## config.mk

```make
export PLATFORM = sky130hd
export DESIGN_NAME = fault_event_recorder_core_flat
export DESIGN_NICKNAME = d
export VERILOG_FILES = /design/src/rtl/fer_pkg.sv /design/src/rtl/fer_req_if.sv /design/src/rtl/fer_rsp_if.sv /design/src/rtl/fer_csr.sv /design/src/rtl/fer_channel.sv /design/src/rtl/fault_event_recorder_core.sv /design/src/flat_wrapper.sv
export VERILOG_INCLUDE_DIRS = /design/src /design/src/rtl
export SDC_FILE = /design/constraint.sdc
export NUM_CORES = 1
export LEC_CHECK = 0
export ABC_CLOCK_PERIOD_IN_PS = 2500
export BUFFER_PORTS_ARGS = -buffer_cell sky130_fd_sc_hd__buf_2
export CAP_MARGIN = 20
export CORE_ASPECT_RATIO = 1.2
export CORE_MARGIN = 3
export CORE_UTILIZATION = 45
export DETAILED_ROUTE_END_ITERATION = 10
export MAX_ROUTING_LAYER = met4
export PLACE_DENSITY = 0.82
export SYNTH_ARGS = -nofsm -noshare
export SYNTH_HDL_FRONTEND = slang
export SYNTH_SLANG_ARGS = --single-unit
```

## constraint.sdc

```tcl
create_clock -name clock -period 2.5 [get_ports clock]
set_input_delay 0.125 -clock clock [delete_from_list [all_inputs] [get_ports clock]]
set_output_delay 0.125 -clock clock [all_outputs]
set_load 0.02 [all_outputs]
```

## src/rtl/fault_event_recorder_core_assert.svh

```systemverilog
// Assertion macros for the fault event recorder.
// Needs a signal named clock and a signal named reset in the including scope.
`ifndef FAULT_EVENT_RECORDER_CORE_ASSERT_SVH
`define FAULT_EVENT_RECORDER_CORE_ASSERT_SVH

// same-cycle implication
`define FER_ASSERT_NOW(label, cond, prop) \
   label: assert property (@(posedge clock) disable iff (reset) (cond) |-> (prop)) \
      else $error("fault event recorder: same-cycle check failed");

// next-cycle implication
`define FER_ASSERT_NEXT(label, cond, prop) \
   label: assert property (@(posedge clock) disable iff (reset) (cond) |=> (prop)) \
      else $error("fault event recorder: next-cycle check failed");

`endif

```

## src/rtl/fer_pkg.sv

```systemverilog
// Shared types and codes for the fault event recorder.
// No dependencies.
package fer_pkg;

   typedef logic [1:0] status_type;
   typedef logic [1:0] led_type;
   typedef logic [7:0] record_type;
   typedef logic [15:0] events_type;

   localparam status_type ST_NORMAL  = 2'd0;
   localparam status_type ST_FAULT   = 2'd1;
   localparam status_type ST_WARNING = 2'd2;

   localparam led_type LED_OFF   = 2'd0;
   localparam led_type LED_BLINK = 2'd1;
   localparam led_type LED_ON    = 2'd2;

   localparam int CSR_ADDR_WIDTH = 3;
   localparam int CSR_DATA_WIDTH = 32;
   localparam logic [CSR_ADDR_WIDTH-1:0] ADDR_CYCLE_MARKER = 3'd0;

endpackage

```

## src/rtl/fer_req_if.sv

```systemverilog
// Request channel carrying one evaluation beat of three statuses.
// Depends on fer_pkg.
interface fer_req_if;
   import fer_pkg::*;

   logic       valid;
   logic       ready;
   status_type comm_status;
   status_type data_status;
   status_type env_status;

   modport source (output valid, output comm_status, output data_status,
                   output env_status, input ready);
   modport sink (input valid, input comm_status, input data_status,
                 input env_status, output ready);
endinterface

```

## src/rtl/fer_rsp_if.sv

```systemverilog
// Response channel carrying one result beat.
// Depends on fer_pkg.
interface fer_rsp_if;
   import fer_pkg::*;

   logic       valid;
   logic       ready;
   led_type    led_mode;
   logic       data_stale;
   logic       store_request;
   record_type comm_record;
   record_type data_record;
   record_type env_record;
   events_type comm_events;
   events_type data_events;
   events_type env_events;

   modport source (output valid, output led_mode, output data_stale,
                   output store_request, output comm_record, output data_record,
                   output env_record, output comm_events, output data_events,
                   output env_events, input ready);
   modport sink (input valid, input led_mode, input data_stale,
                 input store_request, input comm_record, input data_record,
                 input env_record, input comm_events, input data_events,
                 input env_events, output ready);
endinterface

```

## src/rtl/fer_csr.sv

```systemverilog
// APB-style register block holding the cycle marker.
// Depends on fer_pkg.
module fer_csr (
   input  logic                                 clock,
   input  logic                                 reset,
   input  logic                                 csr_psel,
   input  logic                                 csr_penable,
   input  logic                                 csr_pwrite,
   input  logic [fer_pkg::CSR_ADDR_WIDTH-1:0]   csr_paddr,
   input  logic [fer_pkg::CSR_DATA_WIDTH-1:0]   csr_pwdata,
   output logic [fer_pkg::CSR_DATA_WIDTH-1:0]   csr_prdata,
   output logic                                 csr_pready,
   output fer_pkg::record_type                  marker
);
   import fer_pkg::*;

   record_type marker_ff;
   record_type marker_in;
   logic       write_hit;

   assign csr_pready = 1'b1;
   assign write_hit  = csr_psel && csr_penable && csr_pwrite
                       && (csr_paddr == ADDR_CYCLE_MARKER);
   assign marker_in  = write_hit ? csr_pwdata[7:0] : marker_ff;

   always_ff @(posedge clock) begin
      if (reset) begin
         marker_ff <= '0;
      end else begin
         marker_ff <= marker_in;
      end
   end

   assign csr_prdata = (csr_paddr == ADDR_CYCLE_MARKER)
                       ? CSR_DATA_WIDTH'(marker_ff) : '0;
   assign marker     = marker_ff;
endmodule

```

## src/rtl/fer_channel.sv

```systemverilog
// One diagnostic channel: transition detect, wrapping counter, first record.
// Depends on fer_pkg.
module fer_channel #(
   parameter int COUNT_WIDTH = 16
) (
   input  logic                      clock,
   input  logic                      reset,
   input  logic                      advance,
   input  fer_pkg::status_type       status_now,
   input  fer_pkg::status_type       target,
   input  fer_pkg::record_type       marker,
   output logic                      hit,
   output fer_pkg::record_type       record,
   output logic [COUNT_WIDTH-1:0]    count
);
   import fer_pkg::*;

   status_type             last_ff, last_in;
   logic                   captured_ff, captured_in;
   record_type             rec_ff, rec_in;
   logic [COUNT_WIDTH-1:0] count_ff, count_in;

   assign hit = advance && (status_now == target) && (last_ff == ST_NORMAL);

   always_comb begin
      last_in     = advance ? status_now : last_ff;
      captured_in = captured_ff || hit;
      rec_in      = (hit && !captured_ff) ? (marker | record_type'(status_now)) : rec_ff;
      count_in    = hit ? count_ff + COUNT_WIDTH'(1) : count_ff;
   end

   always_ff @(posedge clock) begin
      if (reset) begin
         last_ff     <= ST_NORMAL;
         captured_ff <= 1'b0;
         rec_ff      <= '0;
         count_ff    <= '0;
      end else begin
         last_ff     <= last_in;
         captured_ff <= captured_in;
         rec_ff      <= rec_in;
         count_ff    <= count_in;
      end
   end

   assign record = rec_ff;
   assign count  = count_ff;
endmodule

```

## src/rtl/fault_event_recorder_core.sv

```systemverilog
// Fault event recorder top level: input register, three channel trackers, result register.
// A request beat passes the input register and then the result register to become a response
// beat; one beat per cycle sustained while rsp_chan.ready is high.
// Synchronous active-high reset empties both registers and clears marker, previous
// statuses, capture flags, records and counters.
// Depends on fer_pkg, fer_req_if, fer_rsp_if, fer_csr, fer_channel.
`include "fault_event_recorder_core_assert.svh"
module fault_event_recorder_core #(
   parameter int COUNT_WIDTH = 16
) (
   input  logic                                 clock,
   input  logic                                 reset,
   fer_req_if.sink                              req_chan,
   fer_rsp_if.source                            rsp_chan,
   input  logic                                 csr_psel,
   input  logic                                 csr_penable,
   input  logic                                 csr_pwrite,
   input  logic [fer_pkg::CSR_ADDR_WIDTH-1:0]   csr_paddr,
   input  logic [fer_pkg::CSR_DATA_WIDTH-1:0]   csr_pwdata,
   output logic [fer_pkg::CSR_DATA_WIDTH-1:0]   csr_prdata,
   output logic                                 csr_pready
);
   import fer_pkg::*;

   record_type             marker;
   logic                   in_valid_ff, in_valid_in;
   status_type             comm_ff, data_ff, env_ff;
   status_type             comm_in, data_in, env_in;
   logic                   out_valid_ff, out_valid_in;
   led_type                led_ff, led_in;
   logic                   stale_ff, stale_in;
   logic                   store_ff, store_in;
   logic                   advance;
   logic                   take;
   logic                   comm_hit, data_hit, env_hit;
   record_type             comm_rec, data_rec, env_rec;
   logic [COUNT_WIDTH-1:0] comm_cnt, data_cnt, env_cnt;

   fer_csr u_csr (
      .clock       (clock),
      .reset       (reset),
      .csr_psel    (csr_psel),
      .csr_penable (csr_penable),
      .csr_pwrite  (csr_pwrite),
      .csr_paddr   (csr_paddr),
      .csr_pwdata  (csr_pwdata),
      .csr_prdata  (csr_prdata),
      .csr_pready  (csr_pready),
      .marker      (marker)
   );

   assign advance        = in_valid_ff && (!out_valid_ff || rsp_chan.ready);
   assign req_chan.ready = !in_valid_ff || advance;
   assign take           = req_chan.valid && req_chan.ready;

   fer_channel #(.COUNT_WIDTH(COUNT_WIDTH)) u_comm (
      .clock (clock), .reset (reset), .advance (advance),
      .status_now (comm_ff), .target (ST_FAULT), .marker (marker),
      .hit (comm_hit), .record (comm_rec), .count (comm_cnt)
   );

   fer_channel #(.COUNT_WIDTH(COUNT_WIDTH)) u_data (
      .clock (clock), .reset (reset), .advance (advance),
      .status_now (data_ff), .target (ST_FAULT), .marker (marker),
      .hit (data_hit), .record (data_rec), .count (data_cnt)
   );

   fer_channel #(.COUNT_WIDTH(COUNT_WIDTH)) u_env (
      .clock (clock), .reset (reset), .advance (advance),
      .status_now (env_ff), .target (ST_WARNING), .marker (marker),
      .hit (env_hit), .record (env_rec), .count (env_cnt)
   );

   always_comb begin
      in_valid_in  = take || (in_valid_ff && !advance);
      comm_in      = take ? req_chan.comm_status : comm_ff;
      data_in      = take ? req_chan.data_status : data_ff;
      env_in       = take ? req_chan.env_status : env_ff;
      out_valid_in = advance || (out_valid_ff && !rsp_chan.ready);

      priority if ((comm_ff == ST_FAULT) || (data_ff == ST_FAULT)) begin
         led_in = LED_OFF;
      end else if (env_ff == ST_WARNING) begin
         led_in = LED_BLINK;
      end else begin
         led_in = LED_ON;
      end
      stale_in = (comm_ff != ST_NORMAL) || (data_ff != ST_NORMAL) || (env_ff != ST_NORMAL);
      store_in = comm_hit || data_hit || env_hit;
      if (!advance) begin
         led_in   = led_ff;
         stale_in = stale_ff;
         store_in = store_ff;
      end
   end

   always_ff @(posedge clock) begin
      if (reset) begin
         in_valid_ff  <= 1'b0;
         out_valid_ff <= 1'b0;
      end else begin
         in_valid_ff  <= in_valid_in;
         out_valid_ff <= out_valid_in;
      end
   end

   always_ff @(posedge clock) begin
      comm_ff  <= comm_in;
      data_ff  <= data_in;
      env_ff   <= env_in;
      led_ff   <= led_in;
      stale_ff <= stale_in;
      store_ff <= store_in;
   end

   assign rsp_chan.valid         = out_valid_ff;
   assign rsp_chan.led_mode      = led_ff;
   assign rsp_chan.data_stale    = stale_ff;
   assign rsp_chan.store_request = store_ff;
   assign rsp_chan.comm_record   = comm_rec;
   assign rsp_chan.data_record   = data_rec;
   assign rsp_chan.env_record    = env_rec;
   assign rsp_chan.comm_events   = events_type'(comm_cnt);
   assign rsp_chan.data_events   = events_type'(data_cnt);
   assign rsp_chan.env_events    = events_type'(env_cnt);

   `FER_ASSERT_NOW(a_store_implies_stale, out_valid_ff && store_ff, stale_ff)
   `FER_ASSERT_NOW(a_clean_implies_on, out_valid_ff && !stale_ff, led_ff == LED_ON)
   `FER_ASSERT_NEXT(a_advance_fills_output, advance, out_valid_ff)
   `FER_ASSERT_NEXT(a_counts_hold_when_idle, !advance,
                    $stable(comm_cnt) && $stable(data_cnt) && $stable(env_cnt))

endmodule
```

## src/flat_wrapper.sv

```systemverilog
// flat-port wrapper written by rule: the top's interface ports become plain ports
module fault_event_recorder_core_flat import fer_pkg::*;
#(
   parameter int COUNT_WIDTH = 16
)
  (clock, reset, csr_psel, csr_penable, csr_pwrite, csr_paddr, csr_pwdata, csr_prdata, csr_pready, req_chan_valid, req_chan_comm_status, req_chan_data_status, req_chan_env_status, req_chan_ready, rsp_chan_valid, rsp_chan_led_mode, rsp_chan_data_stale, rsp_chan_store_request, rsp_chan_comm_record, rsp_chan_data_record, rsp_chan_env_record, rsp_chan_comm_events, rsp_chan_data_events, rsp_chan_env_events, rsp_chan_ready);
  fer_req_if req_chan_i ();
  fer_rsp_if rsp_chan_i ();
  input  logic clock;
  input  logic reset;
  input  logic csr_psel;
  input  logic csr_penable;
  input  logic csr_pwrite;
  input  logic [fer_pkg::CSR_ADDR_WIDTH-1:0] csr_paddr;
  input  logic [fer_pkg::CSR_DATA_WIDTH-1:0] csr_pwdata;
  output logic [fer_pkg::CSR_DATA_WIDTH-1:0] csr_prdata;
  output logic csr_pready;
  input wire logic [$bits(req_chan_i.valid)-1:0] req_chan_valid;
  input wire logic [$bits(req_chan_i.comm_status)-1:0] req_chan_comm_status;
  input wire logic [$bits(req_chan_i.data_status)-1:0] req_chan_data_status;
  input wire logic [$bits(req_chan_i.env_status)-1:0] req_chan_env_status;
  output wire logic [$bits(req_chan_i.ready)-1:0] req_chan_ready;
  output wire logic [$bits(rsp_chan_i.valid)-1:0] rsp_chan_valid;
  output wire logic [$bits(rsp_chan_i.led_mode)-1:0] rsp_chan_led_mode;
  output wire logic [$bits(rsp_chan_i.data_stale)-1:0] rsp_chan_data_stale;
  output wire logic [$bits(rsp_chan_i.store_request)-1:0] rsp_chan_store_request;
  output wire logic [$bits(rsp_chan_i.comm_record)-1:0] rsp_chan_comm_record;
  output wire logic [$bits(rsp_chan_i.data_record)-1:0] rsp_chan_data_record;
  output wire logic [$bits(rsp_chan_i.env_record)-1:0] rsp_chan_env_record;
  output wire logic [$bits(rsp_chan_i.comm_events)-1:0] rsp_chan_comm_events;
  output wire logic [$bits(rsp_chan_i.data_events)-1:0] rsp_chan_data_events;
  output wire logic [$bits(rsp_chan_i.env_events)-1:0] rsp_chan_env_events;
  input wire logic [$bits(rsp_chan_i.ready)-1:0] rsp_chan_ready;
  assign req_chan_i.valid = req_chan_valid;
  assign req_chan_i.comm_status = req_chan_comm_status;
  assign req_chan_i.data_status = req_chan_data_status;
  assign req_chan_i.env_status = req_chan_env_status;
  assign req_chan_ready = req_chan_i.ready;
  assign rsp_chan_valid = rsp_chan_i.valid;
  assign rsp_chan_led_mode = rsp_chan_i.led_mode;
  assign rsp_chan_data_stale = rsp_chan_i.data_stale;
  assign rsp_chan_store_request = rsp_chan_i.store_request;
  assign rsp_chan_comm_record = rsp_chan_i.comm_record;
  assign rsp_chan_data_record = rsp_chan_i.data_record;
  assign rsp_chan_env_record = rsp_chan_i.env_record;
  assign rsp_chan_comm_events = rsp_chan_i.comm_events;
  assign rsp_chan_data_events = rsp_chan_i.data_events;
  assign rsp_chan_env_events = rsp_chan_i.env_events;
  assign rsp_chan_i.ready = rsp_chan_ready;
  fault_event_recorder_core #(.COUNT_WIDTH(COUNT_WIDTH)) u_core (.clock(clock), .reset(reset), .req_chan(req_chan_i), .rsp_chan(rsp_chan_i), .csr_psel(csr_psel), .csr_penable(csr_penable), .csr_pwrite(csr_pwrite), .csr_paddr(csr_paddr), .csr_pwdata(csr_pwdata), .csr_prdata(csr_prdata), .csr_pready(csr_pready));
endmodule
```

==> out/qor.csv <==
metric,value,unit
io_pins,159,
crit_arrival,2.38,ns
via_count,3869,
fin_area,5440,µm²
grt_overflow,0,
max_slew_margin,0.618,
syn_inst,481,
setup-tns-final,0,ns
htreeDepth,3,
start_util,0.467,
synth_area_leaders,"dfxtp_1, edfxtp_1, mux2i_1",
avgSynthCellArea,9.34,µm²
synth.cell_area,4490,µm²
synthFlopType,dfxtp_1,
worstPathRequired,2.73,ns
ir_drop,0.000464,V
fin_nets,643,
critical_path.startpoint_type,register,
ys_ff_latch,101,
die-height,115,µm
final_common_cell,buf_2,
gr-max-usage-layer,met2,
grt_pass1_vias,3786,
finClkSkew,0.00968,ns
globalplace.congestion,0.798,
clk_latency,0.34,ns
hpwl,7680,µm
grt_use_met1,0.236,
cts_num_sinks,101,
max_freq,465,MHz
drc,0,
hold_buffers,6,
cpMaxStageDelayCell,edfxtp_1,
slew_viol_final,0,
finalCriticalPeriod,2.15,ns
cts_tree,done,
path_cells,"nor4b_4, nand3_2, nor4_1, mux2_2",
antenna_found_initial,0,
grt_use_met3,0.0512,
die_x,97.2,µm
cts_setup_buffers,0,
max_stage_delay,0.49,ns
grt_max_degree,50,
dieArea,11200,µm²
synth_cell_type_count,41,
coreArea,9610,µm²
area_delta_synth_final,21.1,%
power_density,622,nW/µm²
drt_iter0_drc,171,
grt_pass1_wl,18100,µm
status,completed,
root_buffer,clkbuf_16,
cts_buffer_depth,2,
clkTransAtPathRegs,0.07,ns
rows,39,
vias_per_cell,5.37,
routedWlPerCell,14.9,µm
yosysTopAreaCell,dfxtp_1,
grtUsageTotal,0.201,
ys_seq_area_frac,0.472,
setup_viol,0,
path_class,reg -> reg,
rsz0062_at_grt,no,
grtUsageMet2,0.342,
drive_gt1_frac,0.245,
finalHoldViolCount,0,
io_buffers,109,
yosysWarnings,0,
fin_crit_sh,0.861,
p_leak,2.33,nW
firstDrtPassIters,4,
final_cell_mix,"buf_2, dfxtp_1, a21oi_1",
wl,10800,µm
synth_top_area_share,0.406,
hp-class,in -> reg,
synth_edf_count,10,
cap_violations,0,
async_flop_share,0,
ctsResizeCount,0,
end_kind,register,
fillCellCount,859,
postPlaceCellArea,5060,µm²
ant_nets,0,
insertedDiodeCount,0,
tightest_slew,0.572,ns
numCtsBuffers,9,
path_max_fanout,23,
## kinds of logic after synthesis
group           synth area share
xor+xnor                  0.0195
other cells              0.00167
simple gates               0.249
buf+inv                   0.0763
mux                       0.0630
flops                      0.472
compound gates             0.109
fa+ha+maj                0.00836
## routing by layer
layer,wire length (µm),part of all wire
met3,708,0.066
met1,4670,0.43
met5,0,0
met2,5220,0.49
met4,146,0.014
## cells in the mapped netlist (7+ instances only)
cell type,count
inv_1,14
o21ai_0,7
or3_1,7
buf_4,27
nand2_1,36
nor3_1,7
xor2_1,9
nand4_1,12
nor2_1,39
a21oi_1,51
dfxtp_1,91
o31ai_1,26
edfxtp_1,10
mux2i_1,26
nand3_1,18
clkbuf_1,12
and2_1,11
or4_1,27
## path summary, 6_finish.rpt
path / start / to / slack, ns / cells after the start
max: u_core.comm_ff[1] / u_core.u_comm.count[13] / 0.35 / 4
min: csr_pwdata[5] / u_core.u_csr.marker[5] / 0.02 / 3
max reg2reg: u_core.comm_ff[1] / u_core.u_comm.count[13] / 0.35 / 4
min reg2reg: u_core.u_env.captured_ff / u_core.u_env.captured_ff / 0.46 / 2
## report_power, final
part / total (W) / leakage [nW] / internal [W] / switching, W
registers: 0.00168 / 0.828 / 0.00166 / 0.0000249
clock network: 0.00151 / 0.158 / 0.000887 / 0.000618
logic: 0.000193 / 1.34 / 0.0000627 / 0.000130
total: 0.00338 / 2.33 / 0.00261 / 0.000774
## layout make-up
type                       instances  area (µm²)  area share
tap                              123         154      0.0283
timing repair buffer             122         671       0.123
inverter                          16        60.1      0.0110
clock buffer                      10         229      0.0421
clock inverter                     6        91.3      0.0168
multi-input combinational        342        2110       0.388
sequential                       101        2120       0.390
## flip-flops by register name, summed over array words and instances, names as in the netlist, 8 cells and up
signal,count
u_core.u_comm.count,16
u_core.u_comm.record,8
u_core.u_env.record,8
u_core.u_env.count,16
u_core.u_csr.marker,8
u_core.u_data.count,16
u_core.u_data.record,8
## worst max-delay path, delay by kind of cell, from the launching register on
family	cells	cell delay [ns]
muxes	1	0.37
and+or+nand+nor	3	1.17
DFF	1	0.49
## stage by stage
step | total power, W | hold slack [ns] | setup WS, ns | cells | utilization
floorplan | 0.00187 | 0.224 | 0.531 | 504 | -
finish | 0.00338 | 0.0218 | 0.348 | 720 | 0.566
detailed placement | 0.00191 | 0.305 | 0.388 | 698 | 0.526
global placement | 0.00190 | 0.305 | 0.444 | 698 | 0.526
global route | 0.00351 | 0.0231 | 0.215 | 720 | 0.566
CTS | 0.00341 | 0.0147 | 0.365 | 720 | 0.566
(Power assumes the default switching activity.)
